**config.mk**
```make
export PLATFORM = sky130hd
export DESIGN_NAME = color_pair_dibit_stream_decoder_unit
export DESIGN_NICKNAME = d
export VERILOG_FILES = /design/src/sv/cpd_pkg.sv /design/src/sv/cpd_front.sv /design/src/sv/cpd_queue.sv /design/src/sv/cpd_back.sv /design/src/sv/color_pair_dibit_stream_decoder_unit.sv
export SDC_FILE = /design/constraint.sdc
export NUM_CORES = 1
export LEC_CHECK = 0
export ABC_AREA = 1
export BUFFER_PORTS_ARGS = -buffer_cell sky130_fd_sc_hd__clkbuf_2
export CAP_MARGIN = 25
export CORE_AREA = 10 10 206 208
export DETAILED_ROUTE_END_ITERATION = 8
export DIE_AREA = 0 0 216 218
export GPL_TIMING_DRIVEN = 0
export HOLD_SLACK_MARGIN = 0.05
export SETUP_SLACK_MARGIN = 0.2
export SYNTH_ARGS = -nofsm -noshare
export SYNTH_HDL_FRONTEND = slang
export SYNTH_SLANG_ARGS = --single-unit
export TNS_END_PERCENT = 1
```
**constraint.sdc**
```tcl
create_clock -name clk_i -period 4.05 [get_ports clk_i]
set_input_delay 0.405 -clock clk_i [delete_from_list [all_inputs] [get_ports clk_i]]
set_output_delay 0.405 -clock clk_i [all_outputs]
set_load 0.01 [all_outputs]
```
**src/sv/cpd_pkg.sv**
```systemverilog
// Package: shared types, codes and helpers for the color pair dibit stream decoder.
package cpd_pkg;

  localparam int PairsPerColumnDef = 8;
  localparam int ColumnsDef        = 4;
  localparam int LinesDef          = 40;

  localparam int QueueDepth = 4;
  localparam int QueuePtrW  = $clog2(QueueDepth);

  localparam logic [7:0] WhiteThresholdRst = 8'd180;
  localparam logic [7:0] BlackThresholdRst = 8'd30;
  localparam logic [7:0] HueMarginRst      = 8'd10;

  localparam logic [1:0] RegWhiteThreshold = 2'd0;
  localparam logic [1:0] RegBlackThreshold = 2'd1;
  localparam logic [1:0] RegHueMargin      = 2'd2;

  localparam logic KindData   = 1'b0;
  localparam logic KindStatus = 1'b1;

  localparam logic [1:0] StatusBlack   = 2'd0;
  localparam logic [1:0] StatusAbsent  = 2'd1;
  localparam logic [1:0] StatusPresent = 2'd2;

  typedef enum logic [2:0] {
    ColorBlack = 3'd0,
    ColorRed   = 3'd1,
    ColorGreen = 3'd2,
    ColorBlue  = 3'd3,
    ColorWhite = 3'd4
  } color_e;

  typedef enum logic [1:0] {
    PhaseClock = 2'd0,
    PhaseData  = 2'd1,
    PhaseIdle  = 2'd2
  } phase_e;

  // one classified sample travelling from front to back
  typedef struct packed {
    logic   frame_start;
    color_e color;
  } sample_t;

  function automatic logic [31:0] byte_swap(input logic [31:0] w);
    byte_swap = {w[7:0], w[15:8], w[23:16], w[31:24]};
  endfunction

endpackage

```
**src/sv/cpd_front.sv**
```systemverilog
// Front end: configuration registers and per-sample color classification.
module cpd_front (
  input  logic             clk_i,
  input  logic             rst_ni,
  input  logic             cfg_we_i,
  input  logic [1:0]       cfg_index_i,
  input  logic [7:0]       cfg_data_i,
  input  logic             frame_start_i,
  input  logic [7:0]       first_red_i,
  input  logic [7:0]       first_green_i,
  input  logic [7:0]       first_blue_i,
  input  logic [7:0]       second_red_i,
  input  logic [7:0]       second_green_i,
  input  logic [7:0]       second_blue_i,
  output cpd_pkg::sample_t sample_o
);

  logic [7:0] white_q, black_q, margin_q;
  logic [7:0] avg_r, avg_g, avg_b;
  logic [9:0] chan_sum;
  logic [9:0] white_lim, black_lim;
  logic [8:0] red_lim, green_lim, blue_lim;
  cpd_pkg::color_e color;

  always_ff @(posedge clk_i or negedge rst_ni) begin
    if (!rst_ni) begin
      white_q  <= cpd_pkg::WhiteThresholdRst;
      black_q  <= cpd_pkg::BlackThresholdRst;
      margin_q <= cpd_pkg::HueMarginRst;
    end else if (cfg_we_i) begin
      case (cfg_index_i)
        cpd_pkg::RegWhiteThreshold: white_q  <= cfg_data_i;
        cpd_pkg::RegBlackThreshold: black_q  <= cfg_data_i;
        cpd_pkg::RegHueMargin:      margin_q <= cfg_data_i;
        default: ;
      endcase
    end
  end

  always_comb begin
    avg_r = 8'((9'(first_red_i)   + 9'(second_red_i))   >> 1);
    avg_g = 8'((9'(first_green_i) + 9'(second_green_i)) >> 1);
    avg_b = 8'((9'(first_blue_i)  + 9'(second_blue_i))  >> 1);
    chan_sum = 10'(avg_r) + 10'(avg_g) + 10'(avg_b);
    // luma = sum/3: compare the sum against scaled thresholds instead
    white_lim = 10'(white_q) * 10'd3 + 10'd2;
    black_lim = 10'(black_q) * 10'd3;
    red_lim   = 9'(8'((9'(avg_b) + 9'(avg_g)) >> 1)) + 9'(margin_q);
    green_lim = 9'(8'((9'(avg_b) + 9'(avg_r)) >> 1)) + 9'(margin_q);
    blue_lim  = 9'(8'((9'(avg_r) + 9'(avg_g)) >> 1)) + 9'(margin_q);
    if (chan_sum > white_lim) begin
      color = cpd_pkg::ColorWhite;
    end else if (chan_sum < black_lim) begin
      color = cpd_pkg::ColorBlack;
    end else if (9'(avg_r) > red_lim) begin
      color = cpd_pkg::ColorRed;
    end else if (9'(avg_g) > green_lim) begin
      color = cpd_pkg::ColorGreen;
    end else if (9'(avg_b) > blue_lim) begin
      color = cpd_pkg::ColorBlue;
    end else begin
      color = cpd_pkg::ColorBlack;
    end
    sample_o.frame_start = frame_start_i;
    sample_o.color       = color;
  end

endmodule

```
**src/sv/cpd_queue.sv**
```systemverilog
// Short request queue between the classifier and the decoder back end.
module cpd_queue (
  input  logic             clk_i,
  input  logic             rst_ni,
  input  logic             push_i,
  input  cpd_pkg::sample_t push_data_i,
  output logic             full_o,
  input  logic             pop_i,
  output logic             valid_o,
  output cpd_pkg::sample_t pop_data_o
);

  cpd_pkg::sample_t mem_q [cpd_pkg::QueueDepth];
  logic [cpd_pkg::QueuePtrW-1:0] wr_ptr_q, rd_ptr_q;
  logic [cpd_pkg::QueuePtrW:0]   count_q, count_d;

  always_ff @(posedge clk_i) begin
    if (push_i) begin
      mem_q[wr_ptr_q] <= push_data_i;
    end
  end

  always_comb begin
    count_d = count_q;
    if (push_i && !pop_i) begin
      count_d = count_q + 1'b1;
    end else if (pop_i && !push_i) begin
      count_d = count_q - 1'b1;
    end
  end

  always_ff @(posedge clk_i or negedge rst_ni) begin
    if (!rst_ni) begin
      wr_ptr_q <= '0;
      rd_ptr_q <= '0;
      count_q  <= '0;
    end else begin
      if (push_i) wr_ptr_q <= wr_ptr_q + 1'b1;
      if (pop_i)  rd_ptr_q <= rd_ptr_q + 1'b1;
      count_q <= count_d;
    end
  end

  assign full_o     = (count_q == (cpd_pkg::QueuePtrW + 1)'(cpd_pkg::QueueDepth));
  assign valid_o    = (count_q != '0);
  assign pop_data_o = mem_q[rd_ptr_q];

endmodule

```
**src/sv/cpd_back.sv**
```systemverilog
// Back end: pairing, clock line check, dibit decode, line interleave and result register.
module cpd_back #(
  parameter int PairsPerColumn = cpd_pkg::PairsPerColumnDef,
  parameter int Columns        = cpd_pkg::ColumnsDef,
  parameter int Lines          = cpd_pkg::LinesDef
) (
  input  logic             clk_i,
  input  logic             rst_ni,
  input  logic             q_valid_i,
  input  cpd_pkg::sample_t q_data_i,
  output logic             q_pop_o,
  output logic             result_valid_o,
  input  logic             result_stall_i,
  output logic             result_kind_o,
  output logic [31:0]      data_word_o,
  output logic [1:0]       frame_status_o,
  output logic [6:0]       word_index_o
);

  localparam int PcW  = (PairsPerColumn > 1) ? $clog2(PairsPerColumn) : 1;
  localparam int ColW = (Columns > 1) ? $clog2(Columns) : 1;
  localparam int LnW  = $clog2(Lines);

  cpd_pkg::phase_e phase_q, phase_d;
  logic            sip_q, sip_d;
  cpd_pkg::color_e held_q, held_d;
  logic [PcW-1:0]  pc_q, pc_d;
  logic [ColW-1:0] col_q, col_d;
  logic [LnW-1:0]  line_q, line_d;
  logic [1:0]      last_q, last_d;
  logic [31:0]     shift_q, shift_d;
  logic            empty_q, empty_d;
  logic            ok_q, ok_d;
  logic [31:0]     even_q [Columns];

  logic            out_ready;
  logic            emit;
  logic            emit_kind;
  logic [31:0]     emit_word;
  logic [1:0]      emit_status;
  logic [6:0]      emit_index;
  logic            even_we;
  logic [31:0]     even_wdata;

  logic            out_valid_q, out_valid_d;
  logic            out_kind_q;
  logic [31:0]     out_word_q;
  logic [1:0]      out_status_q;
  logic [6:0]      out_index_q;

  assign out_ready = !out_valid_q || !result_stall_i;
  assign q_pop_o   = q_valid_i && out_ready;

  always_comb begin
    cpd_pkg::phase_e ph;
    cpd_pkg::color_e a, b;
    logic [1:0]  dibit;
    logic [31:0] sw;
    logic [1:0]  st;
    logic [15:0] idx;

    phase_d     = phase_q;
    sip_d       = sip_q;
    held_d      = held_q;
    pc_d        = pc_q;
    col_d       = col_q;
    line_d      = line_q;
    last_d      = last_q;
    shift_d     = shift_q;
    empty_d     = empty_q;
    ok_d        = ok_q;
    emit        = 1'b0;
    emit_kind   = cpd_pkg::KindData;
    emit_word   = '0;
    emit_status = cpd_pkg::StatusBlack;
    emit_index  = '0;
    even_we     = 1'b0;
    even_wdata  = '0;
    ph          = phase_q;
    a           = held_q;
    b           = q_data_i.color;
    dibit       = last_q;
    sw          = '0;
    st          = cpd_pkg::StatusBlack;
    idx         = '0;

    if (q_pop_o) begin
      if (q_data_i.frame_start) begin
        ph      = cpd_pkg::PhaseClock;
        phase_d = cpd_pkg::PhaseClock;
        sip_d   = 1'b0;
        pc_d    = '0;
        col_d   = '0;
        line_d  = '0;
        empty_d = 1'b1;
        ok_d    = 1'b1;
      end
      if (ph == cpd_pkg::PhaseClock || ph == cpd_pkg::PhaseData) begin
        if (!sip_d) begin
          held_d = q_data_i.color;
          sip_d  = 1'b1;
        end else begin
          sip_d = 1'b0;
          if (ph == cpd_pkg::PhaseClock) begin
            if (b != cpd_pkg::ColorBlack) empty_d = 1'b0;
            if (a != cpd_pkg::ColorBlue && b != cpd_pkg::ColorRed) ok_d = 1'b0;
            if (pc_d == PcW'(PairsPerColumn - 1)) begin
              pc_d = '0;
              if (empty_d) st = cpd_pkg::StatusBlack;
              else if (ok_d) st = cpd_pkg::StatusPresent;
              else st = cpd_pkg::StatusAbsent;
              phase_d     = (st == cpd_pkg::StatusPresent) ? cpd_pkg::PhaseData
                                                           : cpd_pkg::PhaseIdle;
              col_d       = '0;
              line_d      = '0;
              shift_d     = '0;
              emit        = 1'b1;
              emit_kind   = cpd_pkg::KindStatus;
              emit_status = st;
            end else begin
              pc_d = pc_d + 1'b1;
            end
          end else begin
            if (a == cpd_pkg::ColorBlack && b == cpd_pkg::ColorWhite) dibit = 2'd0;
            else if (a == cpd_pkg::ColorBlue && b == cpd_pkg::ColorRed) dibit = 2'd3;
            else if (a == cpd_pkg::ColorRed && b == cpd_pkg::ColorGreen) dibit = 2'd1;
            else if (a == cpd_pkg::ColorGreen && b == cpd_pkg::ColorBlue) dibit = 2'd2;
            else dibit = last_q;
            last_d = dibit;
            sw = (pc_d == '0) ? 32'd0 : shift_q;
            sw = {dibit, 2'b00, sw[31:4]};
            if (pc_d == PcW'(PairsPerColumn - 1)) begin
              pc_d    = '0;
              even_we = 1'b1;
              if (line_d[0]) begin
                even_wdata = even_q[col_d] | sw;
                idx        = 16'(line_d >> 1) * 16'(Columns) + 16'(col_d);
                emit       = 1'b1;
                emit_kind  = cpd_pkg::KindData;
                emit_word  = cpd_pkg::byte_swap(even_wdata);
                emit_index = idx[6:0];
              end else begin
                even_wdata = sw >> 2;
              end
              shift_d = '0;
              if (col_d == ColW'(Columns - 1)) begin
                col_d = '0;
                if (line_d == LnW'(Lines - 1)) begin
                  line_d  = '0;
                  phase_d = cpd_pkg::PhaseIdle;
                end else begin
                  line_d = line_d + 1'b1;
                end
              end else begin
                col_d = col_d + 1'b1;
              end
            end else begin
              shift_d = sw;
              pc_d    = pc_d + 1'b1;
            end
          end
        end
      end
    end
  end

  always_comb begin
    out_valid_d = out_valid_q && result_stall_i;
    if (emit) out_valid_d = 1'b1;
  end

  always_ff @(posedge clk_i or negedge rst_ni) begin
    if (!rst_ni) begin
      phase_q     <= cpd_pkg::PhaseClock;
      sip_q       <= 1'b0;
      held_q      <= cpd_pkg::ColorBlack;
      pc_q        <= '0;
      col_q       <= '0;
      line_q      <= '0;
      last_q      <= '0;
      shift_q     <= '0;
      empty_q     <= 1'b1;
      ok_q        <= 1'b1;
      out_valid_q <= 1'b0;
    end else begin
      phase_q     <= phase_d;
      sip_q       <= sip_d;
      held_q      <= held_d;
      pc_q        <= pc_d;
      col_q       <= col_d;
      line_q      <= line_d;
      last_q      <= last_d;
      shift_q     <= shift_d;
      empty_q     <= empty_d;
      ok_q        <= ok_d;
      out_valid_q <= out_valid_d;
    end
  end

  // even-line words: a column's entry is always written before it is read
  always_ff @(posedge clk_i) begin
    if (even_we) even_q[col_q] <= even_wdata;
  end

  always_ff @(posedge clk_i) begin
    if (emit) begin
      out_kind_q   <= emit_kind;
      out_word_q   <= emit_word;
      out_status_q <= emit_status;
      out_index_q  <= emit_index;
    end
  end

  assign result_valid_o = out_valid_q;
  assign result_kind_o  = out_kind_q;
  assign data_word_o    = out_word_q;
  assign frame_status_o = out_status_q;
  assign word_index_o   = out_index_q;

endmodule

```
**src/sv/color_pair_dibit_stream_decoder_unit.sv**
```systemverilog
// Top level of the color pair dibit stream decoder.
// Configuration writes take effect on the next sample. A sample is classified
// in the cycle it is accepted and queued. While no output stall holds the
// result register, the back end retires one queued sample per clock and the
// block sustains one sample per cycle; a result (frame status or data word)
// is registered as its last sample leaves the queue. Input stall rises only
// when the four-entry queue is full, which happens only under an output stall.
module color_pair_dibit_stream_decoder_unit #(
  parameter int PairsPerColumn = cpd_pkg::PairsPerColumnDef,
  parameter int Columns        = cpd_pkg::ColumnsDef,
  parameter int Lines          = cpd_pkg::LinesDef
) (
  input  logic        clk_i,
  input  logic        rst_ni,
  input  logic        cfg_we_i,
  input  logic [1:0]  cfg_index_i,
  input  logic [7:0]  cfg_data_i,
  input  logic        sample_valid_i,
  output logic        sample_stall_o,
  input  logic        frame_start_i,
  input  logic [7:0]  first_red_i,
  input  logic [7:0]  first_green_i,
  input  logic [7:0]  first_blue_i,
  input  logic [7:0]  second_red_i,
  input  logic [7:0]  second_green_i,
  input  logic [7:0]  second_blue_i,
  output logic        result_valid_o,
  input  logic        result_stall_i,
  output logic        result_kind_o,
  output logic [31:0] data_word_o,
  output logic [1:0]  frame_status_o,
  output logic [6:0]  word_index_o
);

  cpd_pkg::sample_t front_sample, q_sample;
  logic q_full, q_valid, q_pop, push;

  assign sample_stall_o = q_full;
  assign push           = sample_valid_i && !q_full;

  cpd_front u_front (
    .clk_i         (clk_i),
    .rst_ni        (rst_ni),
    .cfg_we_i      (cfg_we_i),
    .cfg_index_i   (cfg_index_i),
    .cfg_data_i    (cfg_data_i),
    .frame_start_i (frame_start_i),
    .first_red_i   (first_red_i),
    .first_green_i (first_green_i),
    .first_blue_i  (first_blue_i),
    .second_red_i  (second_red_i),
    .second_green_i(second_green_i),
    .second_blue_i (second_blue_i),
    .sample_o      (front_sample)
  );

  cpd_queue u_queue (
    .clk_i      (clk_i),
    .rst_ni     (rst_ni),
    .push_i     (push),
    .push_data_i(front_sample),
    .full_o     (q_full),
    .pop_i      (q_pop),
    .valid_o    (q_valid),
    .pop_data_o (q_sample)
  );

  cpd_back #(
    .PairsPerColumn(PairsPerColumn),
    .Columns       (Columns),
    .Lines         (Lines)
  ) u_back (
    .clk_i         (clk_i),
    .rst_ni        (rst_ni),
    .q_valid_i     (q_valid),
    .q_data_i      (q_sample),
    .q_pop_o       (q_pop),
    .result_valid_o(result_valid_o),
    .result_stall_i(result_stall_i),
    .result_kind_o (result_kind_o),
    .data_word_o   (data_word_o),
    .frame_status_o(frame_status_o),
    .word_index_o  (word_index_o)
  );

endmodule

```
* After elaboration in Yosys (flattened, before gate mapping)
Memories as Yosys holds them, arrays and structs flattened. Index checks and enable logic that the tools add are counted.
Cells by class: reduce and logical (&&, ||, !) cells 33, bitwise operators 7, divide/modulo/power cells 0, shifts and indexed selects 0, eq/ne operators 18, magnitude comparators 5, multiply operators 2, add/sub/neg operators 20, muxes and demuxes 102
Operator list (count):
- two-way mux 32 bit | 10
- adder 8 x 8 -> 9 bit | 10
- two-way mux 2 bit | 34
- two-way mux 6 bit | 9
- two-way mux 1 bit | 38
- two-way mux 3 bit | 11
- OR 32 bit | 1
- greater-than comparator 8 x 9 -> 1 bit | 3
- multiplier 8 x 2 -> 10 bit, second input constant | 2
- equality test 3 x 2 -> 1 bit, second input constant | 4
- AND reduction 4 bit | 3
- adder 10 x 2 -> 10 bit, second input constant | 1
- adder 10 x 8 -> 10 bit | 1
- greater-than comparator 10 bit | 1
- logical AND 1 bit | 10
- < comparator 10 bit | 1
- equality test 3 bit, second input constant | 3
- adder 7 x 2 -> 7 bit | 1
- adder 2 x 1 -> 2 bit, second input constant | 3
- adder 3 x 1 -> 3 bit, second input constant | 2
- adder 6 x 1 -> 6 bit, second input constant | 1
- equality test 2 bit, second input constant | 3
- equality test 3 x 1 -> 1 bit, second input constant | 2
- equality test 6 bit, second input constant | 1
- other kinds (16) | 32
Storage, ports and cells: bits of input ports 64, register bits 127, latch bits 0, ROM bits 0, memories kept 2, output and inout bits 44, RAM bits 144
Memories:
- u_back.even_q | depth 4, bits a word 32, read ports 1, clocked after Yosys merged registers in 0, write ports 1, RTL line cpd_back.sv:34 | logic [31:0] even_q [Columns];
- u_queue.mem_q | depth 4, bits a word 4, read ports 1, clocked after Yosys merged registers in 0, write ports 1, RTL line cpd_queue.sv:13 | cpd_pkg::sample_t mem_q [cpd_pkg::QueueDepth];

* Longest topological paths before layout
word-level depth 22, depth in mapped cells 32

* By module
A second synthesis with hierarchy kept.
Unflattened totals: cells, all modules 1776, area total of the unflattened synthesis 16116.7 µm²
Modules (own cells, without submodules):
- cpd_back | cells an instance 835, instances 1, area each 9021.2 µm²
- cpd_front | cells an instance 845, instances 1, area each 6028.3 µm²
- cpd_queue | cells an instance 94, instances 1, area each 1057.3 µm²
- color_pair_dibit_stream_decoder_unit | cells an instance 2, instances 1, area each 10.0 µm²

* Worst setup path after synthesis
No wires, ideal clock.
path type input-to-reg, start in first_red_i[0], end mem u_queue.mem_q[0][0] in the netlist's numbering (data pin), data required time 3781 ps, arrival time 4255 ps, setup slack -474 ps, stages 26, library setup time 269 ps, path through nand2_1 inv_1 fa_1 xor2_1 ha_1 a21o_1 a21oi_1 nor2_1 nand2_1 nand2_1 nand3_1 nand2_1 xor2_1 ha_1 inv_1 a21oi_1 a21boi_0 nand3_1 ha_1 nand2_1 nor4_1 o21ai_0 o2111ai_1 nand2_1 nand2_1 a21oi_1
RTL lines:
- start: declaration | RTL line color_pair_dibit_stream_decoder_unit.sv:21 | input logic [7:0] first_red_i,
- end: declaration | RTL line cpd_queue.sv:13

==> implementation parameters <==
Parameter                              Value

Routing
  DR vias/cell ... approximately 5.1
  Via count ... approximately 12,000
  Number of antenna-violating nets in the routed design ... 0
  Initial detailed-routing violation count ... 701
  Number of optimization iterations in the first detailed-route pass ... 5
  Count of unresolved DRC violations after routing ... 0
  WL per Instance ... ~17 um
  Total wire length after detailed routing ... 38,700 um

Logic synthesis
  Count of flip-flops with a built-in enable after synthesis ... 186
  Async set or reset register ratio after synthesis ... 26.5%
  Synthesized netlist net count ... about 1,800
  Register bit total from synthesis ... 253
  Combined area of all synthesized cells ... around 15,000 um^2
  Yosys synthesis warning count ... 0
  Post-Syn Area per Cell ... roughly 9.6 um^2
  Fraction of the yosys area taken by sequential cells ... 47.9%
  Synthesized instance count ... around 1,600
  Count of unique library cells instantiated by Yosys ... 51
  Flip-flop cell with the highest count after synthesis ... edfxtp_1

CTS
  CTS clk-pin slew, worst paths ... 0.05 ns
  Number of levels the H-tree was split into ... 1
  TritonCTS buffer count ... 29
  Worst-Skew Late Latency ... roughly 0.56 ns
  Number of clock sinks ... around 250
  CTS Root Cell ... clkbuf_16
  TritonCTS clock tree ... yes
  Clock buffer depth ... 3

Place
  HPWL after detailed placement ... between 20,000 and 30,000 um
  Port Buffers ... around 110
  RD Place Congestion ... 0.822

Die
  Floorplan core area ... between 30,000 and 40,000 um^2
  Core Rows ... a little over 70
  Count of boundary I/O pins ... about 110
  Height of the chip ... between 200 and 250 um
  Horizontal extent of the die ... about 220 um
  Initial standard-cell utilization of the core ... around 40%
  Area of the die ... around 47,000 um^2

Run status
  Outcome ... complete, but fails checks
  Violated checks ... setup timing

Setup path
  Biggest fanout along the worst timing path ... 4
  CP max stage cell ... fa_2
  CP max stage delay ... between 0.4 and 0.5 ns
  Cell seen most often among critical-path stages ... nand2_2
  Worst EP required ... about 4.4 ns
  Worst Setup Start Kind ... primary input
  Flop-to-flop setup slack ... slightly below 0.6 ns
  Startpoint-to-endpoint class of the critical path ... primary input to register
  Type of element capturing the critical path ... register
  Data arrival, critical path ... approximately 4.4 ns

Power
  Power density over cell area ... between 600 and 700 nW/um^2
  Net Sw Frac ... about two fifths
  Maximum vdd ir drop ... ~350 uV
  Sequential cell fraction of total power ... a little over a quarter
  Leak pwr ... 8.64 nW
  Switching component of the power ... 5.23 mW
  Clock power share ... 19.5%
  Cell-internal power ... around 7.4 mW
  Comb pwr share ... 54.3%

STA
  Worst rel slew slack ... between 30% and 40%
  Worst Tran Pin Value ... ~0.97 ns
  Total Negative Setup Slacks ... -0.0360 ns
  Count of pins over their slew limit ... 0
  Setup repair after global routing missed its margin ... true
  Final count of negative-setup-slack endpoints ... 4
  Post-route fraction of the period consumed by the critical path ... 100%
  Final hold violation count ... 0
  Post-route clock skew ... 0.0191 ns
  Worst Slack Setup Final ... -0.0111 ns
  Min cycle time layout ... roughly 4.1 ns
  Maximum clock rate ... around 250 MHz

Final layout
  Filler Cells Inserted ... 3,480
  Area Growth Syn to Fin ... 25.0%
  Nets@finish ... ~2,000
  Fraction of layout instances using a drive strength above 1 ... around a quarter
  Final core occ ... between 40 and 50%
  Antenna cell count ... 0

Flow run
  Number of maximum-capacitance constraint violations ... 0

Global route
  Number of antenna violations at the first check in global routing ... 0
  Vias in the first global route ... around 12,000
  Global route total overflow ... 0
  Overall global routing resource usage ... between 10% and 20%
  Global-route wire length before repair ... approximately 61,000 um
  Maximum number of pins on one net before global-route repair ... between 50 and 60

Min path
  Min-delay worst type ... primary input to register
[worst max-delay path: cells and delay by family]
family,cells,cell delay (ns)
buffers and inverters,6,0.50
XOR/XNOR,2,0.31
AND/OR/NAND/NOR,12,0.91
adder cells (fa/ha/maj),4,1.37
AO/OA/AOI/OAI,6,0.85
[cells in the mapped netlist, types with 17 or more instances]
library cell	n	area [um^2]
nand2_1	242	908
xor2_1	49	429
nand3_1	49	245
nor2_1	158	593
inv_1	211	792
ha_1	152	1900
edfxtp_1	186	5590
nor3_1	17	85.1
dfrtp_1	55	1380
o22ai_1	22	138
xnor2_1	23	201
a21oi_1	91	455
o21ai_0	125	626
clkbuf_1	22	82.6
[per-layer routing]
layer  part of all wire, %  GRT usage, %  vias to the layer above
li1                      -             -                     5869
met2                    52          29.3                      241
met1                    42          18.8                     5648
met3                   3.8          1.89                       53
met5                     0             0                        -
met4                   2.3          4.03                        0
[state kept, by name (all words and copies together) (netlist names), 6 cells and up]
signal               flops
u_front.black_q          8
u_front.margin_q         8
u_back.shift_q          14
u_back.word_index_o      7
u_front.white_q          8
u_back.line_q            6
u_back.even_q          128
u_back.data_word_o      32
u_queue.mem_q           16
[placed cells by master, fill, tap and decap left out, types with 40 or more instances in the layout]
cell      Yosys  layout
a21oi_1      91      62
nand2_1     242     216
inv_1       211     198
buf_4         3      65
dfrtp_1      55      55
o21ai_0     125     111
edfxtp_1    186     186
ha_1        152     123
clkbuf_2      0     106
nand3_1      49      40
nor2_1      158     149
[final timing paths]
check	cells past startpoint	startpoint	end
min reg2reg	2	u_back.line_q[1]$_DFFE_PN0P_	u_back.line_q[1]$_DFFE_PN0P_
max in group asynchronous	3	rst_ni	u_back.ok_q$_DFFE_PN1P_
min	1	frame_start_i	u_queue.mem_q[3][3]$_DFFE_PP_
max	30	first_green_i[1]	u_queue.mem_q[0][1]$_DFFE_PP_
max reg2reg	15	u_queue.rd_ptr_q[1]$_DFFE_PN0P_	u_back.even_q[1][29]$_DFFE_PP_
min in group asynchronous	2	rst_ni	u_front.margin_q[0]$_DFFE_PN0P_
[layout make-up]
type,count,area [um^2],area share (%)
buffer,35,180,0.949
clock buffer,43,778,4.10
clock inverter,11,113,0.593
inverter,217,825,4.34
multi-input combinational,1070,7940,41.8
sequential,253,7280,38.3
tap,518,648,3.41
timing repair buffer,187,1230,6.50
[per-stage QoR]
step	instance area (um^2)	total power, mW	std cells	setup slack, ns	hold WS, ns
after detailed placement	16600	8.67	2215	-1.41	0.324
final	19000	12.6	2334	-0.0111	0.0908
after global placement	16400	8.49	2200	-2.55	0.476
after global routing	19000	13.6	2334	-0.224	0.0906
after floorplan	15200	7.39	1575	-0.260	0.109
after CTS	18500	12.0	2311	0.00261	0.0684
[power by group through the flow]
stage | sequential (mW) | combinational [mW] | clock, mW
after floorplan | 3.30 | 4.09 | 0
after global placement | 3.34 | 5.15 | 0
after detailed placement | 3.35 | 5.32 | 0
after CTS | 3.30 | 6.22 | 2.50
after global routing | 3.34 | 7.69 | 2.61
final | 3.30 | 6.85 | 2.46
[cell families after synthesis]
family,Yosys count,share of synthesized area (%)
AOI/OAI and AO/OA,323,12.8
xor gates and xnor gates,72,4.15
adders and majority gates,165,14.2
buffers and inverters,252,6.58
DFF,253,47.9
muxes,1,0.0741
and+or+nand+nor,509,14.2
[repair_timing]
item / 4_1_cts / 5_1_grt
endpoints found under the hold margin: 15 / 0
hold buffers: 1 / 0
endpoints found under the setup margin: 12 / 12
cloned: 0 / 0
resized for setup: 137 / 66
pin swaps: 56 / 61
buffers inserted: 41 / 23
(Power assumes the default switching activity.)
